===== src/design/gcfb_pkg.sv =====
`timescale 1ns / 1ps

package gcfb_pkg;

   localparam int BLOCK_W   = 64;
   localparam int HALF_W    = 32;
   localparam int BYTES     = 8;
   localparam int CNT_W     = 4;
   localparam int ROUNDS    = 32;
   localparam int ROUND_W   = $clog2(ROUNDS);
   localparam int REV_START = ROUNDS - 8;
   localparam int ROT_BITS  = 11;
   localparam int KIDX_W    = 3;
   localparam int KEY_REGS  = 4;
   localparam int ADDR_W    = 6;
   localparam int REG_SEL_W = 3;

   typedef enum logic [REG_SEL_W-1:0] {
      REG_KEY01 = 3'd0,
      REG_KEY23 = 3'd1,
      REG_KEY45 = 3'd2,
      REG_KEY67 = 3'd3,
      REG_IV    = 3'd4,
      REG_MODE  = 3'd5
   } reg_idx_type;

   typedef enum logic [1:0] {
      ST_IDLE,
      ST_ROUND,
      ST_FINISH
   } state_type;

   typedef struct packed {
      logic              load;
      logic              round;
      logic              last;
      logic [KIDX_W-1:0] key_idx;
      logic              finish;
   } dp_cmd_type;

   typedef struct packed {
      logic out_busy;
   } dp_status_type;

   typedef struct packed {
      logic [KEY_REGS-1:0][BLOCK_W-1:0] key;
      logic [BLOCK_W-1:0]               iv;
      logic                             decrypt;
   } csr_type;

   localparam logic [3:0] SBOX [0:7][0:15] = '{
      '{4'd13, 4'd6,  4'd4,  4'd9,  4'd8,  4'd15, 4'd3,  4'd0,
        4'd11, 4'd1,  4'd2,  4'd12, 4'd5,  4'd10, 4'd14, 4'd7},
      '{4'd10, 4'd15, 4'd4,  4'd2,  4'd7,  4'd12, 4'd9,  4'd5,
        4'd6,  4'd1,  4'd13, 4'd14, 4'd0,  4'd11, 4'd3,  4'd8},
      '{4'd2,  4'd1,  4'd14, 4'd7,  4'd4,  4'd10, 4'd8,  4'd13,
        4'd15, 4'd12, 4'd9,  4'd0,  4'd3,  4'd5,  4'd6,  4'd11},
      '{4'd15, 4'd12, 4'd8,  4'd2,  4'd4,  4'd9,  4'd1,  4'd7,
        4'd5,  4'd11, 4'd3,  4'd14, 4'd10, 4'd0,  4'd6,  4'd13},
      '{4'd1,  4'd4,  4'd11, 4'd13, 4'd12, 4'd3,  4'd7,  4'd14,
        4'd10, 4'd15, 4'd6,  4'd8,  4'd0,  4'd5,  4'd9,  4'd2},
      '{4'd7,  4'd11, 4'd4,  4'd1,  4'd9,  4'd12, 4'd14, 4'd2,
        4'd0,  4'd6,  4'd10, 4'd13, 4'd15, 4'd3,  4'd5,  4'd8},
      '{4'd4,  4'd3,  4'd2,  4'd12, 4'd9,  4'd5,  4'd15, 4'd10,
        4'd11, 4'd14, 4'd1,  4'd7,  4'd6,  4'd0,  4'd8,  4'd13},
      '{4'd12, 4'd1,  4'd10, 4'd15, 4'd9,  4'd2,  4'd6,  4'd8,
        4'd0,  4'd13, 4'd3,  4'd4,  4'd14, 4'd7,  4'd5,  4'd11}
   };

   // Nibble k goes through row k.
   function automatic logic [HALF_W-1:0] gost_subst(input logic [HALF_W-1:0] s);
      logic [HALF_W-1:0] sub;
      sub = '0;
      for (int k = 0; k < 8; k++) begin
         sub[4*k +: 4] = SBOX[k][s[4*k +: 4]];
      end
      return sub;
   endfunction

   // Add key, substitute, rotate left.
   function automatic logic [HALF_W-1:0] gost_round_f(input logic [HALF_W-1:0] half,
                                                      input logic [HALF_W-1:0] kw);
      logic [HALF_W-1:0] sub;
      sub = gost_subst(half + kw);
      return {sub[HALF_W-ROT_BITS-1:0], sub[HALF_W-1:HALF_W-ROT_BITS]};
   endfunction

endpackage


===== src/design/gcfb_if.sv =====
`timescale 1ns / 1ps

interface gcfb_req_if;
   logic                          valid;
   logic                          ready;
   logic [gcfb_pkg::BLOCK_W-1:0]  data_block;
   logic [gcfb_pkg::CNT_W-1:0]    valid_bytes;
   logic                          first_block;

   modport source (output valid, data_block, valid_bytes, first_block, input ready);
   modport sink   (input valid, data_block, valid_bytes, first_block, output ready);
endinterface

interface gcfb_rsp_if;
   logic                          valid;
   logic                          ready;
   logic [gcfb_pkg::BLOCK_W-1:0]  result_block;

   modport source (output valid, result_block, input ready);
   modport sink   (input valid, result_block, output ready);
endinterface


===== src/design/gcfb_csr.sv =====
`timescale 1ns / 1ps

module gcfb_csr (
   input  logic                         clock,
   input  logic                         reset,
   input  logic                         psel,
   input  logic                         penable,
   input  logic                         pwrite,
   input  logic [gcfb_pkg::ADDR_W-1:0]  paddr,
   input  logic [gcfb_pkg::BLOCK_W-1:0] pwdata,
   output logic [gcfb_pkg::BLOCK_W-1:0] prdata,
   output gcfb_pkg::csr_type            csr
);
   import gcfb_pkg::*;

   csr_type     csr_ff;
   csr_type     csr_in;
   reg_idx_type sel;
   logic        wr_en;

   assign sel   = reg_idx_type'(paddr[ADDR_W-1:ADDR_W-REG_SEL_W]);
   assign wr_en = psel & penable & pwrite;
   assign csr   = csr_ff;

   always_comb begin
      csr_in = csr_ff;
      if (wr_en) begin
         unique case (sel)
            REG_KEY01: csr_in.key[0]  = pwdata;
            REG_KEY23: csr_in.key[1]  = pwdata;
            REG_KEY45: csr_in.key[2]  = pwdata;
            REG_KEY67: csr_in.key[3]  = pwdata;
            REG_IV:    csr_in.iv      = pwdata;
            REG_MODE:  csr_in.decrypt = pwdata[0];
            default:   csr_in         = csr_ff;
         endcase
      end
   end

   always_comb begin
      unique case (sel)
         REG_KEY01: prdata = csr_ff.key[0];
         REG_KEY23: prdata = csr_ff.key[1];
         REG_KEY45: prdata = csr_ff.key[2];
         REG_KEY67: prdata = csr_ff.key[3];
         REG_IV:    prdata = csr_ff.iv;
         REG_MODE:  prdata = {{(BLOCK_W-1){1'b0}}, csr_ff.decrypt};
         default:   prdata = '0;
      endcase
   end

   always_ff @(posedge clock) begin
      if (reset) begin
         csr_ff <= '0;
      end else begin
         csr_ff <= csr_in;
      end
   end

endmodule


===== src/design/gcfb_ctrl.sv =====
`timescale 1ns / 1ps

module gcfb_ctrl (
   input  logic                      clock,
   input  logic                      reset,
   input  logic                      req_valid,
   output logic                      req_ready,
   input  gcfb_pkg::dp_status_type   status,
   output gcfb_pkg::dp_cmd_type      cmd
);
   import gcfb_pkg::*;

   state_type          state_ff;
   state_type          state_in;
   logic [ROUND_W-1:0] round_ff;
   logic [ROUND_W-1:0] round_in;

   always_comb begin
      state_in    = state_ff;
      round_in    = round_ff;
      cmd         = '0;
      req_ready   = 1'b0;
      // Forward key order for the first rounds, reversed for the final eight.
      cmd.key_idx = (round_ff < ROUND_W'(REV_START)) ? round_ff[KIDX_W-1:0]
                                                     : ~round_ff[KIDX_W-1:0];
      unique case (state_ff)
         ST_IDLE: begin
            req_ready = 1'b1;
            if (req_valid) begin
               cmd.load = 1'b1;
               round_in = '0;
               state_in = ST_ROUND;
            end
         end
         ST_ROUND: begin
            cmd.round = 1'b1;
            cmd.last  = (round_ff == ROUND_W'(ROUNDS - 1));
            if (cmd.last) begin
               state_in = ST_FINISH;
            end else begin
               round_in = round_ff + ROUND_W'(1);
            end
         end
         ST_FINISH: begin
            // Hold until the output register can take the result.
            if (!status.out_busy) begin
               cmd.finish = 1'b1;
               state_in   = ST_IDLE;
            end
         end
         default: begin
            state_in = ST_IDLE;
         end
      endcase
   end

   always_ff @(posedge clock) begin
      if (reset) begin
         state_ff <= ST_IDLE;
         round_ff <= '0;
      end else begin
         state_ff <= state_in;
         round_ff <= round_in;
      end
   end

endmodule


===== src/design/gcfb_dp.sv =====
`timescale 1ns / 1ps

module gcfb_dp (
   input  logic                         clock,
   input  logic                         reset,
   input  gcfb_pkg::dp_cmd_type         cmd,
   output gcfb_pkg::dp_status_type      status,
   input  gcfb_pkg::csr_type            csr,
   input  logic [gcfb_pkg::BLOCK_W-1:0] req_data_block,
   input  logic [gcfb_pkg::CNT_W-1:0]   req_valid_bytes,
   input  logic                         req_first_block,
   input  logic                         rsp_ready,
   output logic                         rsp_valid,
   output logic [gcfb_pkg::BLOCK_W-1:0] rsp_result_block
);
   import gcfb_pkg::*;

   logic [HALF_W-1:0]  n1_ff, n1_in;
   logic [HALF_W-1:0]  n2_ff, n2_in;
   logic [BLOCK_W-1:0] fb_ff, fb_in;
   logic [BLOCK_W-1:0] data_ff, data_in;
   logic [BYTES-1:0]   byte_en_ff, byte_en_in;
   logic [BLOCK_W-1:0] res_ff, res_in;
   logic               rsp_valid_ff, rsp_valid_in;

   logic [BLOCK_W-1:0] key_pair;
   logic [HALF_W-1:0]  key_word;
   logic [HALF_W-1:0]  t;
   logic [BLOCK_W-1:0] mask;
   logic [BLOCK_W-1:0] masked;
   logic [BLOCK_W-1:0] start_blk;

   assign key_pair = csr.key[cmd.key_idx[KIDX_W-1:1]];
   assign key_word = cmd.key_idx[0] ? key_pair[BLOCK_W-1:HALF_W] : key_pair[HALF_W-1:0];
   assign t        = n2_ff ^ gost_round_f(n1_ff, key_word);

   always_comb begin
      for (int i = 0; i < BYTES; i++) begin
         mask[8*i +: 8] = {8{byte_en_ff[i]}};
         byte_en_in[i]  = (req_valid_bytes > CNT_W'(i));
      end
   end

   assign masked    = ({n2_ff, n1_ff} ^ data_ff) & mask;
   assign start_blk = req_first_block ? csr.iv : fb_ff;

   always_comb begin
      n1_in        = n1_ff;
      n2_in        = n2_ff;
      fb_in        = fb_ff;
      data_in      = data_ff;
      res_in       = res_ff;
      rsp_valid_in = rsp_valid_ff & ~rsp_ready;
      if (cmd.load) begin
         n1_in   = start_blk[HALF_W-1:0];
         n2_in   = start_blk[BLOCK_W-1:HALF_W];
         fb_in   = start_blk;
         data_in = req_data_block;
      end
      if (cmd.round) begin
         if (cmd.last) begin
            n2_in = t;
         end else begin
            n2_in = n1_ff;
            n1_in = t;
         end
      end
      if (cmd.finish) begin
         res_in       = masked;
         rsp_valid_in = 1'b1;
         // Only a full block advances the feedback.
         if (&byte_en_ff) begin
            fb_in = csr.decrypt ? data_ff : masked;
         end
      end
   end

   assign status.out_busy  = rsp_valid_ff & ~rsp_ready;
   assign rsp_valid        = rsp_valid_ff;
   assign rsp_result_block = res_ff;

   always_ff @(posedge clock) begin
      if (reset) begin
         fb_ff        <= '0;
         rsp_valid_ff <= 1'b0;
      end else begin
         fb_ff        <= fb_in;
         rsp_valid_ff <= rsp_valid_in;
      end
   end

   always_ff @(posedge clock) begin
      n1_ff   <= n1_in;
      n2_ff   <= n2_in;
      data_ff <= data_in;
      res_ff  <= res_in;
      if (cmd.load) begin
         byte_en_ff <= byte_en_in;
      end
   end

endmodule


===== src/design/gost_cfb_block_cipher.sv =====
`timescale 1ns / 1ps
// Channel | Direction | Payload                                      | Transaction when
// req     | in        | data_block[63:0], valid_bytes[3:0], first    | req.valid & req.ready
// rsp     | out       | result_block[63:0]                           | rsp.valid & rsp.ready
// csr     | in (APB)  | paddr[5:0], pwdata[63:0], prdata[63:0]       | psel & penable & pwrite
//
// Each block goes through a load step on accept, 32 Feistel rounds through the single
// round unit, then a finish step that writes the output register; req is not ready
// again until the finish step is done. rsp valid is registered from the finish step.
// Reset is synchronous and active high; it clears the CSRs, the feedback block, rsp valid and
// the controller. A stalled rsp holds the finish step until the output register frees up;
// req stays ready while a finished result waits on rsp.

module gost_cfb_block_cipher (
   input  logic                         clock,
   input  logic                         reset,
   gcfb_req_if.sink                     req,
   gcfb_rsp_if.source                   rsp,
   input  logic                         psel,
   input  logic                         penable,
   input  logic                         pwrite,
   input  logic [gcfb_pkg::ADDR_W-1:0]  paddr,
   input  logic [gcfb_pkg::BLOCK_W-1:0] pwdata,
   output logic [gcfb_pkg::BLOCK_W-1:0] prdata,
   output logic                         pready
);
   import gcfb_pkg::*;

   csr_type       csr;
   dp_cmd_type    cmd;
   dp_status_type status;

   // Zero-wait-state register port.
   assign pready = 1'b1;

   // Key words, IV and mode register file.
   gcfb_csr u_csr (
      .clock   (clock),
      .reset   (reset),
      .psel    (psel),
      .penable (penable),
      .pwrite  (pwrite),
      .paddr   (paddr),
      .pwdata  (pwdata),
      .prdata  (prdata),
      .csr     (csr)
   );

   // Sequencer: accept, step the round counter, finish into the output register.
   gcfb_ctrl u_ctrl (
      .clock     (clock),
      .reset     (reset),
      .req_valid (req.valid),
      .req_ready (req.ready),
      .status    (status),
      .cmd       (cmd)
   );

   // Feistel halves, feedback block, masking and the output register.
   gcfb_dp u_dp (
      .clock            (clock),
      .reset            (reset),
      .cmd              (cmd),
      .status           (status),
      .csr              (csr),
      .req_data_block   (req.data_block),
      .req_valid_bytes  (req.valid_bytes),
      .req_first_block  (req.first_block),
      .rsp_ready        (rsp.ready),
      .rsp_valid        (rsp.valid),
      .rsp_result_block (rsp.result_block)
   );

endmodule


===== src/flat_wrapper.sv =====
// flat-port wrapper written by rule: the top's interface ports become plain ports
module gost_cfb_block_cipher_flat import gcfb_pkg::*;
  (clock, reset, psel, penable, pwrite, paddr, pwdata, prdata, pready, req_valid, req_data_block, req_valid_bytes, req_first_block, req_ready, rsp_valid, rsp_result_block, rsp_ready);
  gcfb_req_if req_i ();
  gcfb_rsp_if rsp_i ();
  input  logic clock;
  input  logic reset;
  input  logic psel;
  input  logic penable;
  input  logic pwrite;
  input  logic [gcfb_pkg::ADDR_W-1:0] paddr;
  input  logic [gcfb_pkg::BLOCK_W-1:0] pwdata;
  output logic [gcfb_pkg::BLOCK_W-1:0] prdata;
  output logic pready;
  input wire logic [$bits(req_i.valid)-1:0] req_valid;
  input wire logic [$bits(req_i.data_block)-1:0] req_data_block;
  input wire logic [$bits(req_i.valid_bytes)-1:0] req_valid_bytes;
  input wire logic [$bits(req_i.first_block)-1:0] req_first_block;
  output wire logic [$bits(req_i.ready)-1:0] req_ready;
  output wire logic [$bits(rsp_i.valid)-1:0] rsp_valid;
  output wire logic [$bits(rsp_i.result_block)-1:0] rsp_result_block;
  input wire logic [$bits(rsp_i.ready)-1:0] rsp_ready;
  assign req_i.valid = req_valid;
  assign req_i.data_block = req_data_block;
  assign req_i.valid_bytes = req_valid_bytes;
  assign req_i.first_block = req_first_block;
  assign req_ready = req_i.ready;
  assign rsp_valid = rsp_i.valid;
  assign rsp_result_block = rsp_i.result_block;
  assign rsp_i.ready = rsp_ready;
  gost_cfb_block_cipher u_core (.clock(clock), .reset(reset), .req(req_i), .rsp(rsp_i), .psel(psel), .penable(penable), .pwrite(pwrite), .paddr(paddr), .pwdata(pwdata), .prdata(prdata), .pready(pready));
endmodule

===== config.mk =====
export PLATFORM = sky130hd
export DESIGN_NAME = gost_cfb_block_cipher_flat
export DESIGN_NICKNAME = d
export VERILOG_FILES = /design/src/design/gcfb_pkg.sv /design/src/design/gcfb_if.sv /design/src/design/gcfb_csr.sv /design/src/design/gcfb_ctrl.sv /design/src/design/gcfb_dp.sv /design/src/design/gost_cfb_block_cipher.sv /design/src/flat_wrapper.sv
export SDC_FILE = /design/constraint.sdc
export NUM_CORES = 2
export LEC_CHECK = 0
export BUFFER_PORTS_ARGS = -buffer_cell sky130_fd_sc_hd__buf_2
export CAP_MARGIN = 20
export CORE_MARGIN = 8
export CORE_UTILIZATION = 65
export CTS_BUF_LIST = sky130_fd_sc_hd__clkbuf_4 sky130_fd_sc_hd__clkbuf_8
export CTS_CLUSTER_SIZE = 24
export DETAILED_ROUTE_END_ITERATION = 7
export PLACE_DENSITY = 0.86
export SYNTH_ARGS = -nofsm -noshare
export SYNTH_HDL_FRONTEND = slang
export SYNTH_SLANG_ARGS = --single-unit

===== constraint.sdc =====
create_clock -name clock -period 12.09 [get_ports clock]
set_input_delay 3.0225 -clock clock [delete_from_list [all_inputs] [get_ports clock]]
set_output_delay 3.0225 -clock clock [all_outputs]
set_load 0.05 [all_outputs]

== Word level (Yosys, flattened, before mapping) ==
Memory sizes are Yosys's and may differ from the RTL's.
Index checks and enable logic that the tools add are counted.
Storage, ports and cells
  flip-flop bits (word level): 593
  bits in read-only memories: 512
  input port bits: 146
  word-level logic and storage cells: 130
  memories: 8
Operators by class
  add/sub/neg operators: 2
  magnitude comparators: 18
  eq/ne operators: 12
  muxes and demuxes: 46
  bitwise operators: 16
  reductions and logical operators: 13
Memory list
  (no name shown): depth 16, width 4, read ports 1, clocked after Yosys merged registers in 0, wr ports 0, line gcfb_pkg.sv:75  | sub[4*k +: 4] = SBOX[k][s[4*k +: 4]];
  (no name shown): depth 16, width 4, read ports 1, clocked after Yosys merged registers in 0, wr ports 0, line gcfb_pkg.sv:75
  (no name shown): depth 16, width 4, read ports 1, clocked after Yosys merged registers in 0, wr ports 0, line gcfb_pkg.sv:75
  (no name shown): depth 16, width 4, read ports 1, clocked after Yosys merged registers in 0, wr ports 0, line gcfb_pkg.sv:75
  (no name shown): depth 16, width 4, read ports 1, clocked after Yosys merged registers in 0, wr ports 0, line gcfb_pkg.sv:75
  (no name shown): depth 16, width 4, read ports 1, clocked after Yosys merged registers in 0, wr ports 0, line gcfb_pkg.sv:75
  2 more memories
Operators by type and width (count)
  64-bit two-way mux: 6
  64-bit case mux with 6 select lines: 1
  32-bit two-way mux: 7
  64-bit binary-select mux with 2-bit select: 1
  64-bit bitwise AND: 1
  4-bit two-way mux: 16
  64-bit XOR: 1
  5-bit >= comparator, second input constant: 8
  4-bit NOT with 5-bit output: 8
  32-bit adder: 1
  32-bit XOR: 1
  4-bit by 3-bit greater-than comparator with 1-bit output, second input constant: 4
  2-bit AND reduction: 6
  5-bit two-way mux: 2
  5-bit case mux with 2 select lines: 1
  4-bit by 1-bit greater-than comparator with 1-bit output, second input constant: 2
  4-bit by 2-bit greater-than comparator with 1-bit output, second input constant: 2
  2-bit two-way mux: 4
  2-bit inequality test, second input constant: 4
  8-bit AND reduction: 1
  3-bit by 2-bit equality test with 1-bit output, second input constant: 2
  3-bit equality test, second input constant: 2
  1-bit two-way mux: 6
  2-bit case mux with 3 select lines: 1
  15 further kinds: 19

== Longest topological paths before layout ==
  word-level depth: 13
  mapped depth: 24
  gate-level depth less buffers: 21

== Modules after synthesis ==
From an unflattened synthesis, not the netlist that was laid out.
Second synthesis, totals
  cell total of the unflattened synthesis: 3168
  area, all modules: 33058.0 sq um
Modules (own cells, without submodules)
  gcfb_dp: times used 1, cells each 1653, area each 17488.0 sq um, seq. area each 6986.7 sq um
  gcfb_csr: times used 1, cells each 1462, area each 15107.0 sq um, seq. area each 6426.2 sq um
  gcfb_ctrl: times used 1, cells each 51, area each 451.7 sq um, seq. area each 140.1 sq um
  gost_cfb_block_cipher: times used 1, cells each 2, area each 11.3 sq um, seq. area each 0.0 sq um

== Worst setup path before layout ==
OpenSTA, ideal clock, no wires.
  path type: input -> output
  from: input port paddr[4] (netlist name)
  to: output port prdata[10] (netlist name)
  arrival time: 5628 ps
  data required time: 9068 ps
  slack: 3440 ps
  cell stages on the path: 6
  cells stage by stage: buf_1 > clkbuf_1 > clkbuf_1 > mux4_2 > inv_1 > o21ai_0
Between the ends
  cells in the longest elaborated chain, start to end: 2
RTL lines
  start: declaration: line flat_wrapper.sv:11  | input logic [gcfb_pkg::ADDR_W-1:0] paddr;
  3-bit equality test (tied with other cells): line gcfb_csr.sv:41  | unique case (sel)
  64-bit case mux with 6 select lines (*): line gcfb_csr.sv:41
  end: declaration: line flat_wrapper.sv:13  | output logic [gcfb_pkg::BLOCK_W-1:0] prdata;
Mark *: on every way between the ends. The rest lies on a longest branch, timed or not.

== Final worst setup path ==
  from: input port paddr[4] (netlist name)
  to: output port prdata[35] (netlist name)
Same word-level chain as after synthesis.

==> key figures <==
Clocking
  • Cts bufs inserted: 98
  • Cts hold-fix bufs: 0
  • CTS root buf: clkbuf_8
  • Post-CTS sizing: 0
  • H-tree Lvls: 3
  • Clock Sink Count: 593
  • Clk slew on worst S/H paths: 60 ps
  • Maximum buffer depth of the clock tree: 3
  • Post-CTS setup buffer count: 0
  • Later-pin clock latency in the skew report: 730 ps
  • CTS tree: built

Timing
  • Hold slack final: 467 ps
  • Fmax achieved: 115 MHz
  • Final Hold Vio Count: 0
  • Period minus WS final: 8660 ps
  • Fin. max-slew vios: 0
  • Max Clock Skew: 50.7 ps
  • Endpoints failing setup: 0
  • Setup TNS: 0 ps
  • Worst-margin pin slew: 1170 ps
  • RSZ-0062 raised after global routing: false
  • Fin crit share: 71.6%
  • Worst rel slew slack: 21.7%

Worst hold path
  • Worst Hold Class: register to register

Power and ir drop
  • Maximum vdd drop: 0.0973 mV
  • Static leakage: 12.9 nW
  • Pwr dens: 159 mW/mm2
  • Internal power: 3.76 mW
  • Seq pwr share: 41.5%
  • Sw Share: 32.5%
  • PnR Total Power: 5.58 mW
  • Logic pwr share: 24.1%
  • Clock share of power: 34.4%
  • Sw power: 1.82 mW

Detailed routing
  • Final ANT Viol Nets: 0
  • Routed wire length: 105,000 um
  • DRT iter0 DRCs: 3,890
  • Vias per cell: 6.64
  • DRC: 4
  • Detailed Routing Iterations Pass 1: 8
  • Drt wl/cell: 24.7 um
  • Via count: 28,300

Job
  • Maxcap violations: 0

GRT
  • Largest net degree at the start of global routing: 134
  • Number of global-route vias before repair: 26,500
  • Total gr overflow: 0
  • Global-route wire length before repair: 157,000 um
  • Initial antenna violation count: 21
  • Total Routing Usage GR: 36.1%

Critical path
  • Cells on worst reg2reg path: 18
  • FF-to-FF Start: u_core.u_ctrl.round_ff[2]
  • R2R Setup Slk: 4930 ps
  • Worst Path Max Fanout: 42
  • Setup crit end kind: output port
  • Worst EP required: 9070 ps
  • Reg-to-Reg End: u_core.u_dp.n2_ff[25]
  • CP endpoint: prdata[35]
  • CP Class: input port to output port
  • Startpoint types: input port
  • Crit path DAT: 5640 ps
  • Crit path from: paddr[4]

Synth
  • Yosys synthesis warning count: 0
  • Post-synthesis sequential area ratio: 43.1%
  • Fraction of registers with async set/reset: 0%
  • EDFF count, synth: 168
  • Register bit total from synthesis: 593
  • Syn nets: 3,616
  • Netlist cell types: 77
  • Mapped Cells: 3,406
  • Mapped cell area: 0.0315 mm2
  • Main synth FF type: dfxtp_1
  • Avg Cell Area, Syn: 9.23 um2

Placed design
  • RD Place Congestion: 0.992
  • Post-DP HPWL: 69,900 um
  • Placed cell areas: 0.0330 mm2
  • Port Buf Inserts: 272

Run status
  • Failing checks: DRC
  • Status: finished, violations left

Die
  • FP Rows: 80
  • Core box area: 0.0477 mm2
  • IO Pins: 277
  • Die Width: 236 um
  • Initial Utilization: 65.9%
  • Full die area: 0.0557 mm2
  • Die Ht: 236 um

Layout
  • Area grow syn2layout: 11.7%
  • Util after Layout: 73.6%
  • Fin nets: 3,763
  • Design area: 0.0351 mm2
  • Share of cells above drive strength 1: 17.7%
==> critical path, cell delays in order <==
cell     delay [ps]
buf_4           220
buf_4           410
nor2b_4        1000
a21oi_1         180
o22ai_1         400
buf_2           350
==> final cells by class <==
class                           count  area, um2
Antenna cell                       15       37.5
Clock buffer                      154       1860
Clock inverter                     20        243
Fill cell                        3382      12600
Inverter                           66        250
Multi-Input combinational cell   2489      16800
Sequential cell                   593      13600
Tap cell                          615        769
Timing Repair Buffer              305       1630
==> kinds of logic (layout without fill, tap and decap cells) <==
group | after synthesis | after routing | synth area share, %
AND/OR/NAND/NOR | 1112 | 1112 | 15.4
AO/OA/AOI/OAI | 814 | 814 | 15.6
flip-flops | 593 | 593 | 43.1
multiplexers | 353 | 353 | 15.4
buffers and inverters | 324 | 545 | 3.95
XOR/XNOR | 143 | 143 | 4.01
adder cells (fa/ha/maj) | 66 | 66 | 2.63
other | 1 | 16 | 0.0119
==> power groups by stage <==
stage	clock, mW	sequential [mW]	combinational [mW]
2_1_floorplan	0	2.27	0.978
3_3_place_gp	0	2.35	1.27
3_5_place_dp	0	2.35	1.29
4_1_cts	1.92	2.31	1.31
5_1_grt	2.00	2.31	1.44
6_report	1.92	2.32	1.34
==> worst min path at each step <==
| stage | startpoint | endpoint | slack [ps] | depth (start not counted) |
|---|---|---|---|---|
| final | u_core.u_csr.csr[103] | u_core.u_csr.csr[103] | 470 | 2 |
| after global routing | u_core.u_csr.csr[231] | u_core.u_csr.csr[231] | 480 | 2 |
| after CTS | u_core.u_csr.csr[182] | u_core.u_csr.csr[182] | 470 | 2 |
| after detailed placement | u_core.u_csr.csr[182] | u_core.u_csr.csr[182] | 460 | 2 |
| after global placement | u_core.u_csr.csr[156] | u_core.u_csr.csr[156] | 450 | 2 |
| after floorplan | u_core.u_csr.csr[155] | u_core.u_csr.csr[155] | 440 | 2 |
==> routing by layer <==
layer | share of wire (%) | global-route usage, % | up-vias | wire (um)
li1 | - | - | 12400 | -
met1 | 36 | 44.1 | 13400 | 37400
met2 | 44 | 55.5 | 1968 | 46700
met3 | 12 | 10.0 | 417 | 13000
met4 | 7.7 | 24.0 | 16 | 8080
met5 | 0.10 | 0 | - | 109
==> cell usage in the layout (no fill, tap or decap), types with 7 or more instances in the layout <==
cell type,count
o221ai_1,7
nand2_1,755
or3_1,13
nand2b_1,12
o22ai_1,38
inv_1,64
nand4_1,7
buf_2,268
ha_1,63
o21ai_0,96
a211oi_1,145
mux2i_1,218
a221oi_1,7
xnor2_1,45
edfxtp_1,168
nand3b_1,7
a22oi_1,13
a21o_1,17
nor3_1,24
o211ai_1,39
clkbuf_8,113
o21a_1,7
mux2_2,35
dfxtp_1,424
diode_2,15
a21oi_1,397
clkbuf_4,41
xor2_1,95
nor2b_1,79
and2_1,67
nor2_1,81
nand3_1,22
buf_4,36
mux4_2,99
==> stage by stage <==
| step | std cells | setup slack, ps |
|---|---|---|
| 2_1_floorplan | 3406 | 3440 |
| 3_3_place_gp | 4068 | 3620 |
| 3_5_place_dp | 4068 | 3610 |
| 4_1_cts | 4242 | 3590 |
| 5_1_grt | 4249 | 3430 |
| 6_report | 4257 | 3430 |
==> cells in the mapped netlist, types with 13 or more instances <==
library cell / n / share of area [%]
nand2_1: 756 / 9.0
dfxtp_1: 425 / 27
a21oi_1: 397 / 6.3
clkbuf_1: 234 / 2.8
mux2i_1: 218 / 6.9
edfxtp_1: 168 / 16
a211oi_1: 145 / 3.5
mux4_2: 99 / 7.1
xor2_1: 97 / 2.7
o21ai_0: 96 / 1.5
nor2_1: 85 / 1.0
nor2b_1: 81 / 1.6
and2_1: 67 / 1.3
inv_1: 64 / 0.76
ha_1: 63 / 2.5
xnor2_1: 45 / 1.3
o211ai_1: 39 / 0.93
o22ai_1: 38 / 0.76
mux2_2: 35 / 1.3
nor3_1: 27 / 0.43
nand3_1: 22 / 0.35
a21o_1: 17 / 0.41
or3_1: 16 / 0.32
buf_1: 14 / 0.17
a22oi_1: 13 / 0.31
==> registers in the layout, indices dropped and copies added, names as in the netlist <==
register / flops
u_core.u_dp.rsp_result_block: 64
u_core.u_dp.n2_ff: 32
u_core.u_dp.rsp_valid: 1
u_core.u_ctrl.state_ff: 2
u_core.u_dp.fb_ff: 64
u_core.u_dp.byte_en_ff: 8
u_core.u_dp.data_ff: 64
u_core.u_ctrl.round_ff: 5
u_core.u_dp.n1_ff: 32
u_core.u_csr.csr: 321
No activity file was read; power rests on OpenSTA's default activity.
